--- src/hdl/i3sb_pkg.sv ---
// Shared constants, types and codes of the 3x3 smoothing filter.
package i3sb_pkg;

  localparam int unsigned PIX_W      = 16;
  localparam int unsigned DIM_W      = 6;
  localparam int unsigned MAX_WIDTH  = 63;
  // A frame's flush returns width+1 words and at most 63 may follow one pixel.
  localparam int unsigned LINE_LEN   = (MAX_WIDTH < 62) ? MAX_WIDTH : 62;
  localparam int unsigned CFG_ADDR_W = 4;
  localparam int unsigned CFG_DATA_W = 32;

  localparam int unsigned SUM4_W      = PIX_W + 2;
  localparam int unsigned SUM_W       = PIX_W + 4;
  localparam int unsigned U_W         = SUM_W;
  localparam int unsigned Q_W         = PIX_W + 1;
  localparam int unsigned RECIP_SHIFT = 22;
  localparam int unsigned RECIP_W     = 19;
  localparam int unsigned RECIP       = ((2 ** RECIP_SHIFT) + 8) / 9;
  localparam int unsigned PROD_W      = U_W + RECIP_W;
  localparam int unsigned BLUR_SHIFT  = 4;
  localparam int unsigned HALF_MEAN   = 4;
  localparam int unsigned HALF_BLUR   = 8;

  typedef logic signed [PIX_W-1:0]  pix_t;
  typedef logic signed [SUM4_W-1:0] sum4_t;
  typedef logic signed [SUM_W-1:0]  sum_t;
  typedef logic [DIM_W-1:0]         dim_t;

  typedef enum logic [1:0] {
    REG_WIDTH  = 2'd0,
    REG_HEIGHT = 2'd1,
    REG_MODE   = 2'd2
  } reg_idx_e;

  typedef enum logic {
    MODE_MEAN = 1'b0,
    MODE_BLUR = 1'b1
  } mode_e;

  typedef enum logic {
    ST_STREAM = 1'b0,
    ST_FLUSH  = 1'b1
  } state_e;

  // Per-shift control travelling with the window.
  typedef struct packed {
    logic  emit;
    logic  border;
    logic  last;
    mode_e mode;
  } tag_t;

  typedef struct packed {
    pix_t pix;
    logic last;
  } res_t;

endpackage

--- src/hdl/i3sb_line_cell.sv ---
// One stage of the variable-length line delay.
module i3sb_line_cell (
  input  logic          clk_i,
  input  logic          shift_i,
  input  logic          entry_i,
  input  i3sb_pkg::pix_t din_i,
  input  i3sb_pkg::pix_t near_i,
  output i3sb_pkg::pix_t q_o
);
  import i3sb_pkg::*;

  pix_t pix_q;

  // The entry cell takes the new pixel, the others take their upper neighbor.
  always_ff @(posedge clk_i) begin
    if (shift_i) begin
      pix_q <= entry_i ? din_i : near_i;
    end
  end

  assign q_o = pix_q;

endmodule

--- src/hdl/i3sb_line_delay.sv ---
// Line delay of exactly width pixels built from a row of cells.
module i3sb_line_delay (
  input  logic           clk_i,
  input  logic           shift_i,
  input  i3sb_pkg::dim_t width_i,
  input  i3sb_pkg::pix_t din_i,
  output i3sb_pkg::pix_t dout_o
);
  import i3sb_pkg::*;

  pix_t link [LINE_LEN+1];

  assign link[LINE_LEN] = din_i;

  for (genvar i = 0; i < LINE_LEN; i++) begin : g_cell
    logic entry;
    assign entry = (width_i == DIM_W'(i + 1));
    i3sb_line_cell u_cell (
      .clk_i   (clk_i),
      .shift_i (shift_i),
      .entry_i (entry),
      .din_i   (din_i),
      .near_i  (link[i+1]),
      .q_o     (link[i])
    );
  end

  // Oldest pixel sits in cell 0.
  assign dout_o = link[0];

endmodule

--- src/hdl/i3sb_kernel.sv ---
// 3x3 window registers and the sum, round and divide pipeline.
module i3sb_kernel (
  input  logic           clk_i,
  input  logic           rst_ni,
  input  logic           adv_i,
  input  logic           shift_i,
  input  i3sb_pkg::pix_t bot_i,
  input  i3sb_pkg::pix_t mid_i,
  input  i3sb_pkg::pix_t top_i,
  input  i3sb_pkg::tag_t tag_i,
  output logic           valid_o,
  output i3sb_pkg::res_t res_o
);
  import i3sb_pkg::*;

  // window: index 0 is the newest column
  pix_t bot_q [3];
  pix_t mid_q [3];
  pix_t top_q [3];
  tag_t w_tag_q;
  logic w_valid_q;

  sum4_t a_corner_q, a_edge_q;
  pix_t  a_mid_q;
  tag_t  a_tag_q;
  logic  a_valid_q;

  sum_t  b_total_q;
  pix_t  b_center_q;
  tag_t  b_tag_q;
  logic  b_valid_q;

  logic [U_W-1:0] c_u_q;
  logic           c_neg_q;
  pix_t           c_center_q;
  tag_t           c_tag_q;
  logic           c_valid_q;

  logic [Q_W-1:0] d_q;
  logic           d_neg_q;
  pix_t           d_center_q;
  tag_t           d_tag_q;
  logic           d_valid_q;

  sum4_t                 corner_sum, edge_sum;
  sum_t                  edge_term, mid_term, total;
  logic signed [SUM_W:0] half, rnd;
  logic [PROD_W-1:0]     prod;
  logic [Q_W-1:0]        quot;
  logic signed [Q_W-1:0] val;

  always_comb begin
    corner_sum = sum4_t'(top_q[0]) + sum4_t'(top_q[2]) + sum4_t'(bot_q[0]) + sum4_t'(bot_q[2]);
    edge_sum   = sum4_t'(top_q[1]) + sum4_t'(bot_q[1]) + sum4_t'(mid_q[0]) + sum4_t'(mid_q[2]);

    edge_term = (a_tag_q.mode == MODE_BLUR) ? (sum_t'(a_edge_q) <<< 1) : sum_t'(a_edge_q);
    mid_term  = (a_tag_q.mode == MODE_BLUR) ? (sum_t'(a_mid_q) <<< 2) : sum_t'(a_mid_q);
    total     = sum_t'(a_corner_q) + edge_term + mid_term;

    // magnitude plus half the divisor: rounds to nearest, ties away from zero
    half = (b_tag_q.mode == MODE_BLUR) ? (SUM_W+1)'(HALF_BLUR) : (SUM_W+1)'(HALF_MEAN);
    rnd  = b_total_q[SUM_W-1] ? (half - (SUM_W+1)'(b_total_q))
                              : ((SUM_W+1)'(b_total_q) + half);

    // divide by 9 as a reciprocal multiply, by 16 as a shift
    prod = PROD_W'(c_u_q) * PROD_W'(RECIP);
    quot = (c_tag_q.mode == MODE_BLUR) ? Q_W'(c_u_q >> BLUR_SHIFT)
                                       : prod[RECIP_SHIFT +: Q_W];

    val = d_neg_q ? -$signed(d_q) : $signed(d_q);
  end

  always_ff @(posedge clk_i) begin
    if (shift_i) begin
      bot_q[0] <= bot_i;
      mid_q[0] <= mid_i;
      top_q[0] <= top_i;
      for (int i = 1; i < 3; i++) begin
        bot_q[i] <= bot_q[i-1];
        mid_q[i] <= mid_q[i-1];
        top_q[i] <= top_q[i-1];
      end
      w_tag_q <= tag_i;
    end
    if (adv_i) begin
      a_corner_q <= corner_sum;
      a_edge_q   <= edge_sum;
      a_mid_q    <= mid_q[1];
      a_tag_q    <= w_tag_q;

      b_total_q  <= total;
      b_center_q <= a_mid_q;
      b_tag_q    <= a_tag_q;

      c_u_q      <= rnd[U_W-1:0];
      c_neg_q    <= b_total_q[SUM_W-1];
      c_center_q <= b_center_q;
      c_tag_q    <= b_tag_q;

      d_q        <= quot;
      d_neg_q    <= c_neg_q;
      d_center_q <= c_center_q;
      d_tag_q    <= c_tag_q;
    end
  end

  always_ff @(posedge clk_i or negedge rst_ni) begin
    if (!rst_ni) begin
      w_valid_q <= 1'b0;
      a_valid_q <= 1'b0;
      b_valid_q <= 1'b0;
      c_valid_q <= 1'b0;
      d_valid_q <= 1'b0;
    end else if (adv_i) begin
      w_valid_q <= shift_i && tag_i.emit;
      a_valid_q <= w_valid_q;
      b_valid_q <= a_valid_q;
      c_valid_q <= b_valid_q;
      d_valid_q <= c_valid_q;
    end
  end

  assign valid_o    = d_valid_q;
  assign res_o.pix  = d_tag_q.border ? d_center_q : val[PIX_W-1:0];
  assign res_o.last = d_tag_q.last;

endmodule

--- src/hdl/image_3x3_smooth_blur.sv ---
// Top level: raster pixel stream through a 3x3 mean or 1-2-1 blur filter.
//
//  port group  dir  word                    accepted when
//  s_axis      in   pixel_in (Q8.8)         s_axis_tvalid & s_axis_tready
//  m_axis      out  pixel_out, tlast=last   m_axis_tvalid & m_axis_tready
//  apb         in   width/height/mode regs  psel & penable & pwrite (pready=1)
//
// One pixel per clock while the skid word is empty and no flush runs. Output k leaves
// once pixel k+width+1 is in, then five pipeline stages (window, two adds, round,
// multiply) before the output register. After the final pixel of a frame the input
// is held off while the two line delays drain the last row; that flush ends with tlast.
// A stalled output fills the skid word, which freezes the whole pipeline.
// Reset clears control only; no memory clearing pass is needed.
module image_3x3_smooth_blur (
  input  logic                                  clk_i,
  input  logic                                  rst_ni,
  input  logic                                  s_axis_tvalid,
  output logic                                  s_axis_tready,
  input  logic [i3sb_pkg::PIX_W-1:0]            s_axis_tdata,  // [15:0] pixel_in
  output logic                                  m_axis_tvalid,
  input  logic                                  m_axis_tready,
  output logic [i3sb_pkg::PIX_W-1:0]            m_axis_tdata,  // [15:0] pixel_out
  output logic                                  m_axis_tlast,
  input  logic                                  psel,
  input  logic                                  penable,
  input  logic                                  pwrite,
  input  logic [i3sb_pkg::CFG_ADDR_W-1:0]       paddr,
  input  logic [i3sb_pkg::CFG_DATA_W-1:0]       pwdata,
  output logic [i3sb_pkg::CFG_DATA_W-1:0]       prdata,
  output logic                                  pready
);
  import i3sb_pkg::*;

  // configuration
  dim_t     width_q, height_q;
  mode_e    mode_q;
  reg_idx_e reg_idx;

  // frame control
  state_e state_q, state_d;
  dim_t   cnt_q, cnt_d;
  dim_t   in_col_q, in_col_d, in_row_q, in_row_d;
  dim_t   cur_w_q, cur_w_d, cur_h_q, cur_h_d;
  mode_e  cur_mode_q, cur_mode_d;
  dim_t   lead_q, lead_d;
  dim_t   out_col_q, out_col_d, out_row_q, out_row_d;

  dim_t  eff_w, eff_h, w_use, h_use, lead_base;
  mode_e mode_use;
  logic  frame_start, in_final, in_acc, flush_shift, shift, lead_full, emit, adv;
  tag_t  tag;

  pix_t pix_in, l1_out, l2_out;

  logic k_valid, push;
  res_t k_res;
  logic out_valid_q, out_valid_d, skid_valid_q, skid_valid_d;
  res_t out_q, out_d, skid_q, skid_d;

  // ---------------- configuration port ----------------
  assign pready  = 1'b1;
  assign reg_idx = reg_idx_e'(paddr[CFG_ADDR_W-1:2]);

  always_ff @(posedge clk_i or negedge rst_ni) begin
    if (!rst_ni) begin
      width_q  <= dim_t'(63);
      height_q <= dim_t'(63);
      mode_q   <= MODE_MEAN;
    end else if (psel && penable && pwrite) begin
      unique case (reg_idx)
        REG_WIDTH:  width_q  <= pwdata[DIM_W-1:0];
        REG_HEIGHT: height_q <= pwdata[DIM_W-1:0];
        REG_MODE:   mode_q   <= mode_e'(pwdata[0]);
        default: ;
      endcase
    end
  end

  always_comb begin
    unique case (reg_idx)
      REG_WIDTH:  prdata = CFG_DATA_W'(width_q);
      REG_HEIGHT: prdata = CFG_DATA_W'(height_q);
      REG_MODE:   prdata = CFG_DATA_W'(mode_q);
      default:    prdata = '0;
    endcase
  end

  // ---------------- frame control ----------------
  assign adv = !skid_valid_q;

  always_comb begin
    if (width_q == '0) begin
      eff_w = dim_t'(1);
    end else if (width_q > dim_t'(LINE_LEN)) begin
      eff_w = dim_t'(LINE_LEN);
    end else begin
      eff_w = width_q;
    end
    eff_h = (height_q == '0) ? dim_t'(1) : height_q;
  end

  // frame geometry is latched on the first pixel
  assign frame_start = (state_q == ST_STREAM) && (in_col_q == '0) && (in_row_q == '0);
  assign w_use       = frame_start ? eff_w : cur_w_q;
  assign h_use       = frame_start ? eff_h : cur_h_q;
  assign mode_use    = frame_start ? mode_q : cur_mode_q;
  assign in_final    = (in_col_q == w_use - dim_t'(1)) && (in_row_q == h_use - dim_t'(1));

  assign s_axis_tready = adv && (state_q == ST_STREAM);
  assign in_acc        = s_axis_tvalid && s_axis_tready;
  assign flush_shift   = (state_q == ST_FLUSH) && adv;
  assign shift         = in_acc || flush_shift;

  // a word leaves once width+1 pixels of the frame have gone by
  assign lead_base = (in_acc && frame_start) ? '0 : lead_q;
  assign lead_full = (lead_base == w_use + dim_t'(1));
  assign emit      = shift && lead_full;

  assign tag.emit   = emit;
  assign tag.border = (out_row_q == '0) || (out_col_q == '0) ||
                      (out_row_q == cur_h_q - dim_t'(1)) || (out_col_q == cur_w_q - dim_t'(1));
  assign tag.last   = (out_row_q == cur_h_q - dim_t'(1)) && (out_col_q == cur_w_q - dim_t'(1));
  assign tag.mode   = cur_mode_q;

  always_ff @(posedge clk_i or negedge rst_ni) begin
    if (!rst_ni) begin
      state_q <= ST_STREAM;
      cnt_q   <= '0;
    end else begin
      state_q <= state_d;
      cnt_q   <= cnt_d;
    end
  end

  always_comb begin
    state_d = state_q;
    cnt_d   = cnt_q;
    unique case (state_q)
      ST_STREAM: begin
        if (in_acc && in_final) begin
          state_d = ST_FLUSH;
          cnt_d   = w_use + dim_t'(1);
        end
      end
      ST_FLUSH: begin
        if (adv) begin
          cnt_d = cnt_q - dim_t'(1);
          if (cnt_q == dim_t'(1)) begin
            state_d = ST_STREAM;
          end
        end
      end
      default: state_d = ST_STREAM;
    endcase
  end

  always_comb begin
    in_col_d   = in_col_q;
    in_row_d   = in_row_q;
    cur_w_d    = cur_w_q;
    cur_h_d    = cur_h_q;
    cur_mode_d = cur_mode_q;
    lead_d     = shift ? (lead_full ? lead_base : lead_base + dim_t'(1)) : lead_q;
    out_col_d  = out_col_q;
    out_row_d  = out_row_q;

    if (in_acc) begin
      if (frame_start) begin
        cur_w_d    = w_use;
        cur_h_d    = h_use;
        cur_mode_d = mode_use;
      end
      if (in_final) begin
        in_col_d = '0;
        in_row_d = '0;
      end else if (in_col_q == w_use - dim_t'(1)) begin
        in_col_d = '0;
        in_row_d = in_row_q + dim_t'(1);
      end else begin
        in_col_d = in_col_q + dim_t'(1);
      end
    end

    if (in_acc && frame_start) begin
      out_col_d = '0;
      out_row_d = '0;
    end else if (emit) begin
      if (out_col_q == cur_w_q - dim_t'(1)) begin
        out_col_d = '0;
        out_row_d = out_row_q + dim_t'(1);
      end else begin
        out_col_d = out_col_q + dim_t'(1);
      end
    end
  end

  always_ff @(posedge clk_i or negedge rst_ni) begin
    if (!rst_ni) begin
      in_col_q   <= '0;
      in_row_q   <= '0;
      cur_w_q    <= dim_t'(1);
      cur_h_q    <= dim_t'(1);
      cur_mode_q <= MODE_MEAN;
      lead_q     <= '0;
      out_col_q  <= '0;
      out_row_q  <= '0;
    end else begin
      in_col_q   <= in_col_d;
      in_row_q   <= in_row_d;
      cur_w_q    <= cur_w_d;
      cur_h_q    <= cur_h_d;
      cur_mode_q <= cur_mode_d;
      lead_q     <= lead_d;
      out_col_q  <= out_col_d;
      out_row_q  <= out_row_d;
    end
  end

  // ---------------- datapath ----------------
  assign pix_in = $signed(s_axis_tdata);

  i3sb_line_delay u_line1 (
    .clk_i   (clk_i),
    .shift_i (shift),
    .width_i (w_use),
    .din_i   (pix_in),
    .dout_o  (l1_out)
  );

  i3sb_line_delay u_line2 (
    .clk_i   (clk_i),
    .shift_i (shift),
    .width_i (w_use),
    .din_i   (l1_out),
    .dout_o  (l2_out)
  );

  i3sb_kernel u_kernel (
    .clk_i   (clk_i),
    .rst_ni  (rst_ni),
    .adv_i   (adv),
    .shift_i (shift),
    .bot_i   (pix_in),
    .mid_i   (l1_out),
    .top_i   (l2_out),
    .tag_i   (tag),
    .valid_o (k_valid),
    .res_o   (k_res)
  );

  // ---------------- output register and skid word ----------------
  assign push = adv && k_valid;

  always_comb begin
    out_valid_d  = out_valid_q;
    skid_valid_d = skid_valid_q;
    out_d        = out_q;
    skid_d       = skid_q;
    if (skid_valid_q) begin
      if (m_axis_tready) begin
        out_d        = skid_q;
        skid_valid_d = 1'b0;
      end
    end else if (push) begin
      if (!out_valid_q || m_axis_tready) begin
        out_d       = k_res;
        out_valid_d = 1'b1;
      end else begin
        skid_d       = k_res;
        skid_valid_d = 1'b1;
      end
    end else if (m_axis_tready) begin
      out_valid_d = 1'b0;
    end
  end

  always_ff @(posedge clk_i or negedge rst_ni) begin
    if (!rst_ni) begin
      out_valid_q  <= 1'b0;
      skid_valid_q <= 1'b0;
    end else begin
      out_valid_q  <= out_valid_d;
      skid_valid_q <= skid_valid_d;
    end
  end

  always_ff @(posedge clk_i) begin
    out_q  <= out_d;
    skid_q <= skid_d;
  end

  assign m_axis_tvalid = out_valid_q;
  assign m_axis_tdata  = out_q.pix;
  assign m_axis_tlast  = out_q.last;

  // ---------------- assertions ----------------
  a_skid_behind_out: assert property (@(posedge clk_i) disable iff (!rst_ni)
    skid_valid_q |-> out_valid_q)
    else $error("skid word held while output register empty");

  a_final_starts_flush: assert property (@(posedge clk_i) disable iff (!rst_ni)
    (in_acc && in_final) |=> (state_q == ST_FLUSH))
    else $error("final pixel did not start the flush");

  a_flush_count_live: assert property (@(posedge clk_i) disable iff (!rst_ni)
    (state_q == ST_FLUSH) |-> (cnt_q != '0))
    else $error("flush running with zero count");

  a_last_ends_flush: assert property (@(posedge clk_i) disable iff (!rst_ni)
    (emit && tag.last) |-> (flush_shift && (cnt_q == dim_t'(1))))
    else $error("frame end word not on the final flush shift");

endmodule
--- config.mk ---
export PLATFORM = sky130hd
export DESIGN_NAME = image_3x3_smooth_blur
export DESIGN_NICKNAME = d
export VERILOG_FILES = /design/src/hdl/i3sb_pkg.sv /design/src/hdl/i3sb_line_cell.sv /design/src/hdl/i3sb_line_delay.sv /design/src/hdl/i3sb_kernel.sv /design/src/hdl/image_3x3_smooth_blur.sv
export SDC_FILE = /design/constraint.sdc
export NUM_CORES = 2
export LEC_CHECK = 0
export ABC_AREA = 0
export BUFFER_PORTS_ARGS = -buffer_cell sky130_fd_sc_hd__buf_2
export CAP_MARGIN = 20
export CORE_ASPECT_RATIO = 1.4
export CORE_UTILIZATION = 64
export DETAILED_ROUTE_END_ITERATION = 10
export GPL_ROUTABILITY_DRIVEN = 0
export GPL_TIMING_DRIVEN = 0
export PLACE_DENSITY = 0.82
export SYNTH_ARGS = -nofsm -noshare
export SYNTH_HDL_FRONTEND = slang
export SYNTH_SLANG_ARGS = --single-unit
--- constraint.sdc ---
create_clock -name clk_i -period 71.6 [get_ports clk_i]
set_input_delay 3.58 -clock clk_i [delete_from_list [all_inputs] [get_ports clk_i]]
set_output_delay 3.58 -clock clk_i [all_outputs]
set_load 0.005 [all_outputs]
Yosys cells after proc, flatten, opt, wreduce, memory -nomap -nowiden
Memories as Yosys holds them, arrays and structs flattened.
Cells that the tools add are included.
Widths: inputs -> output; s select.
Word-level totals
  register bits: 2260
  input port bits: 59
  output and inout port bits: 52
  memories: 3
  logic and storage cells: 487
  RAM bits: 144
Memories
  u_kernel.bot_q: words 3, bits a word 16, read ports 3, clocked after memory_dff 0, write ports 3, RTL line i3sb_kernel.sv:17  | pix_t bot_q [3];
  u_kernel.mid_q: words 3, bits a word 16, read ports 3, clocked after memory_dff 0, write ports 3, RTL line i3sb_kernel.sv:18  | pix_t mid_q [3];
  u_kernel.top_q: words 3, bits a word 16, read ports 3, clocked after memory_dff 0, write ports 3, RTL line i3sb_kernel.sv:19  | pix_t top_q [3];
Cells by class
  equal/unequal tests: 73
  bitwise gates (word level): 3
  reduce and logical (&&, ||, !) cells: 44
  multipliers: 1
  add/subtract/negate cells: 22
  magnitude comparators: 1
  multiplexer cells: 167
Operator list (count)
  $mux 16: 125
  $eq 6x6->1 const B: 30
  $mux 6: 19
  $eq 6x5->1 const B: 16
  $mux 17: 5
  $eq 6x4->1 const B: 8
  $mul 20x18->37 const B: 1
  $add 17x16->18: 2
  $add 18x16->18: 2
  $add 6x1->6 const B: 6
  $logic_not 6->1: 6
  $add 16x16->17: 2
  $eq 6x6->1: 5
  $sub 6x1->6 const B: 5
  $eq 6x3->1 const B: 4
  $add 18x19->20: 1
  $add 20x18->20: 1
  $add 20x5->20: 1
  $mux 20: 1
  $sub 5x20->20: 1
  $mux 18: 1
  $pmux 6 s3: 1
  $neg 16->16: 1
  $logic_and 1x1->1: 14
  other kinds (18): 53

Logic depth before layout (Yosys ltp)
  word-level depth: 10
  gate-level depth with buffers: 21
  mapped depth without buffers: 21

Cells and area by module
A second synthesis with hierarchy kept.
Unflattened totals
  cells, all modules: 6647
  area, all modules: 118468.6 um2
By module, submodules not included
  i3sb_line_cell: times used 124, cells an instance 34, sequential area each 480.5 um2, area each 729.4 um2
  i3sb_kernel: times used 1, cells an instance 1583, sequential area each 9614.2 um2, area each 20701.1 um2
  image_3x3_smooth_blur: times used 1, cells an instance 662, sequential area each 2665.1 um2, area each 6407.4 um2
  i3sb_line_delay: times used 2, cells an instance 93, sequential area each 0.0 um2, area each 454.2 um2

Least setup slack after synthesis
No wires, ideal clock.
  path kind: input port to flip-flop
  from: input port s_axis_tvalid
  to: memory u_kernel.bot_q[0][15] (netlist name), enable pin
  path buffers: 0
  arrival: 41.834 ns
  stages: 2
  setup slack: 13.978 ns
  data required time: 55.811 ns
  library setup time: 15.789 ns
  cell sequence: o21ai_0 > clkinv_1
RTL lines
  start: declaration: RTL line image_3x3_smooth_blur.sv:17  | input logic s_axis_tvalid,
  end: declaration: RTL line i3sb_kernel.sv:17

Final worst setup path
  from: input port paddr[2] (netlist name)
  to: output port prdata[0] (netlist name)
Between the ends
  word-level cells in the longest chain between the ends: 2
  elaborated cells on any way between the ends: 4
  classes of those cells: 2 x eq/ne; 1 x mux; 1 x reduce/logical
Ends and longest elaborated chain
  start: declaration: RTL line image_3x3_smooth_blur.sv:27  | input logic [i3sb_pkg::CFG_ADDR_W-1:0] paddr,
  $eq 2x2->1, or another cell as far along: RTL line image_3x3_smooth_blur.sv:80  | unique case (reg_idx)
  $pmux 6 s3 *: RTL line image_3x3_smooth_blur.sv:80
  end: declaration: RTL line image_3x3_smooth_blur.sv:29  | output logic [i3sb_pkg::CFG_DATA_W-1:0] prdata,
Every way passes the cells marked *; elsewhere a longest branch is shown, timed or not.

==> results.sh <==
export IMPL_cts_hold_buffers=0
export IMPL_dp_slack_ns=63.45
export IMPL_core_rowCount=179
export IMPL_whs_ns=0.410
export IMPL_synth_top_family_by_area="multiplexers"
export IMPL_grt_max_degree=117
export IMPL_dp_hpwl_um=156000
export IMPL_drtAntennaViolNets=0
export IMPL_htree_levels=4
export IMPL_syn2layout_area_growth_pct=10.1
export IMPL_cts_buffers=209
export IMPL_yosysSeqAreaShare=0.648
export IMPL_ys_ff_latch=2372
export IMPL_fin_worst_skew_ns=0.0574
export IMPL_fp_dieArea_um2=173000
export IMPL_ys_top_cells_by_count="edfxtp_1, mux2_2, clkbuf_1"
export IMPL_ctsResizeCount=0
export IMPL_synth_area_leaders="edfxtp_1, mux2_2, fa_1"
export IMPL_hp_class="flop to flop"
export IMPL_drt_wl_total_um=229000
export IMPL_synthXorXnorAreaFrac=0.0117
export IMPL_vias_per_cell=6.10
export IMPL_die_w_um=351
export IMPL_synth_async_reset_ratio=0.0295
export IMPL_synthSimpleGateAreaFrac=0.0261
export IMPL_syn_instance_count=6549
export IMPL_grt_util_all_layers=0.268
export IMPL_hold_violations=0
export IMPL_slowest_stage="clkbuf_1"
export IMPL_antenna_found_initial=17
export IMPL_start_kind="input pin"
export IMPL_max_freq_mhz=122
export IMPL_yosysMostFrequentCell="edfxtp_1"
export IMPL_worstSetupEndpointType="primary output"
export IMPL_drive_gt1_frac=0.370
export IMPL_fill_cells=10300
export IMPL_synth_compound_area_frac=0.0210
export IMPL_clock_path_buffers=3
export IMPL_yosysWarnings=0
export IMPL_hp_start="u_kernel.a_tag_q[1]$_DFFE_PN_"
export IMPL_placed_area_um2=114000
export IMPL_gr_max_usage_layer="met2"
export IMPL_r2r_end="u_kernel.d_q[14]$_DFFE_PN_"
export IMPL_use_met2=0.466
export IMPL_crit_family="buffers and inverters"
export IMPL_yosysUniqueCellTypes=95
export IMPL_numPortBuffers=53
export IMPL_initial_core_util=0.645
export IMPL_fp_dieH_um=491
export IMPL_fin_ws_ns=63.40
export IMPL_synth_edff_count=2302
export IMPL_fin_crit_sh=0.115
export IMPL_path_cells="clkbuf_1 > mux2i_1 > o21ai_0 > buf_2"
export IMPL_slew_headroom=0.175
export IMPL_final_nets=7352
export IMPL_drcViolationCount=0
export IMPL_yosysTopAreaCellShare=0.632
export IMPL_tritoncts="done"
export IMPL_yosysTopAreaCell="edfxtp_1"
export IMPL_worst_pin_slew_ns=1.23
export IMPL_hold_depth=0
export IMPL_cp_depth=4
export IMPL_grt_pass1_vias=58800
export IMPL_synth_mux_area_frac=0.211
export IMPL_clk_pin_slew_ns=0.06
export IMPL_critPathMaxStageDelay_ns=0.42
export IMPL_worstPathArrival_ns=4.62
export IMPL_crit_type="input pin to primary output"
export IMPL_synth_adder_area_share=0.0566
export IMPL_drtPass1Iterations=7
export IMPL_yosys_most_used_dff="edfxtp_1"
export IMPL_slew_viol_final=0
export IMPL_syn_area_per_cell_um2=16.7
export IMPL_core_area_um2=170000
export IMPL_cp_buffers_inverters=2
export IMPL_postCtsSetupBuffers=0
export IMPL_max_cap_violations=0
export IMPL_cts_sinks=2372
export IMPL_status="complete, no violations"
export IMPL_use_met1=0.328
export IMPL_met3_usage=0.0476
export IMPL_holdPathEnd="u_kernel.b_tag_q[1]$_DFFE_PN_"
export IMPL_insertion_delay_ns=0.86
export IMPL_fin_crit_ns=8.20
export IMPL_rsz0062_at_grt="no"
export IMPL_fin_tns_setup_ns=0
export IMPL_worst_r2r_cell_count=21
export IMPL_r2r_setup_slack_ns=64.90
export IMPL_drt_initial_drc_count=5384
export IMPL_syn_cell_area_um2=109000
export IMPL_required_ns=68.02
export IMPL_wl_per_cell_um=24.5
export IMPL_r2r_start="u_kernel.c_u_q[6]$_DFFE_PN_"
export IMPL_stdcell_area_um2=121000
export IMPL_crit_fanout=10
export IMPL_grt_overflow=0
export IMPL_grt_first_pass_wirelength_um=350000
export IMPL_setup_violations=0
export IMPL_route_vias_total=57000
export IMPL_clock_root_buffer="clkbuf_16"
export IMPL_num_io_pins=111
[per-stage QoR]
stage,utilization,std cells
final,0.710,9342
after global placement,0.663,8889
after CTS,0.709,9328
after floorplan,-,6574
after detailed placement,0.671,8945
after global routing,0.710,9337
[per-layer routing]
metal  routed length [um]  up-vias
met4                10300        6
met5                   37        -
met1                85200    29300
met2               120000     1775
met3                13500      542
li1                     -    25400
[cell families after synthesis]
kind of cell	after synthesis
muxes	2052
adders and majority gates	391
buffers and inverters	679
AOI/OAI and AO/OA	338
DFF	2372
and+or+nand+nor	573
other	2
xor gates and xnor gates	142
[worst max path at each step]
stage                  start                               to  slack [ns]
3_5_place_dp        paddr[2]                        prdata[0]       63.45
4_1_cts             paddr[2]                        prdata[0]       63.45
5_1_grt             paddr[2]                        prdata[0]       63.30
2_1_floorplan  s_axis_tvalid  u_kernel.bot_q[0][15]$_DFFE_PN_       13.98
3_3_place_gp   s_axis_tvalid         out_col_q[2]$_DFFE_PN0P_      -10.02
6_report            paddr[2]                        prdata[0]       63.40
[worst register-to-register path, delay by kind of cell, from the launching register on]
| kind | cells | cell delay, ns |
|---|---|---|
| adders and majority gates | 7 | 2.87 |
| xor gates and xnor gates | 1 | 0.17 |
| DFF | 1 | 0.51 |
| AOI/OAI and AO/OA | 7 | 2.24 |
| and+or+nand+nor | 2 | 0.40 |
| buffers and inverters | 4 | 0.34 |
[sequential cells by signal, summed over array words and instances, names as in the netlist, 17 cells and up]
name / cells
u_line1.g_cell.u_cell.q_o: 991
u_line2.g_cell.u_cell.q_o: 991
u_kernel.top_q: 48
u_kernel.bot_q: 33
u_kernel.mid_q: 33
u_kernel.b_total_q: 20
u_kernel.c_u_q: 20
u_kernel.a_corner_q: 18
u_kernel.a_edge_q: 18
skid_q: 17
[final cells by class]
type	count	area, um^2	area share
Buffer	456	1980	0.0165
Inverter	223	842	0.00699
Clock inverter	117	910	0.00755
Multi-Input combinational cell	3523	35900	0.298
Tap cell	2262	2830	0.0235
Antenna cell	6	15.0	0.000125
Clock buffer	266	5600	0.0465
Sequential cell	2372	70900	0.588
Timing Repair Buffer	117	1570	0.0130
[cells in the final DEF, fill, tap and decap left out, types with 27 or more instances in the layout]
cell and n:
dfrtp_1 56, xor2_1 49, a21oi_1 62, mux2_2 2022, buf_2 164, clkinv_1 60, clkbuf_1 349, inv_1 221
o21ai_0 79, nor3_1 33, edfxtp_1 2302, nand3_1 41, clkbuf_16 216, nand2_1 156, buf_4 31, fa_1 174
conb_1 27, ha_1 217, mux2i_1 28, buf_16 31, nor2_1 124, xnor2_1 90
Power is not shown: default switching activity piles up to over one toggle a cycle in this logic, so the estimate is an artifact.
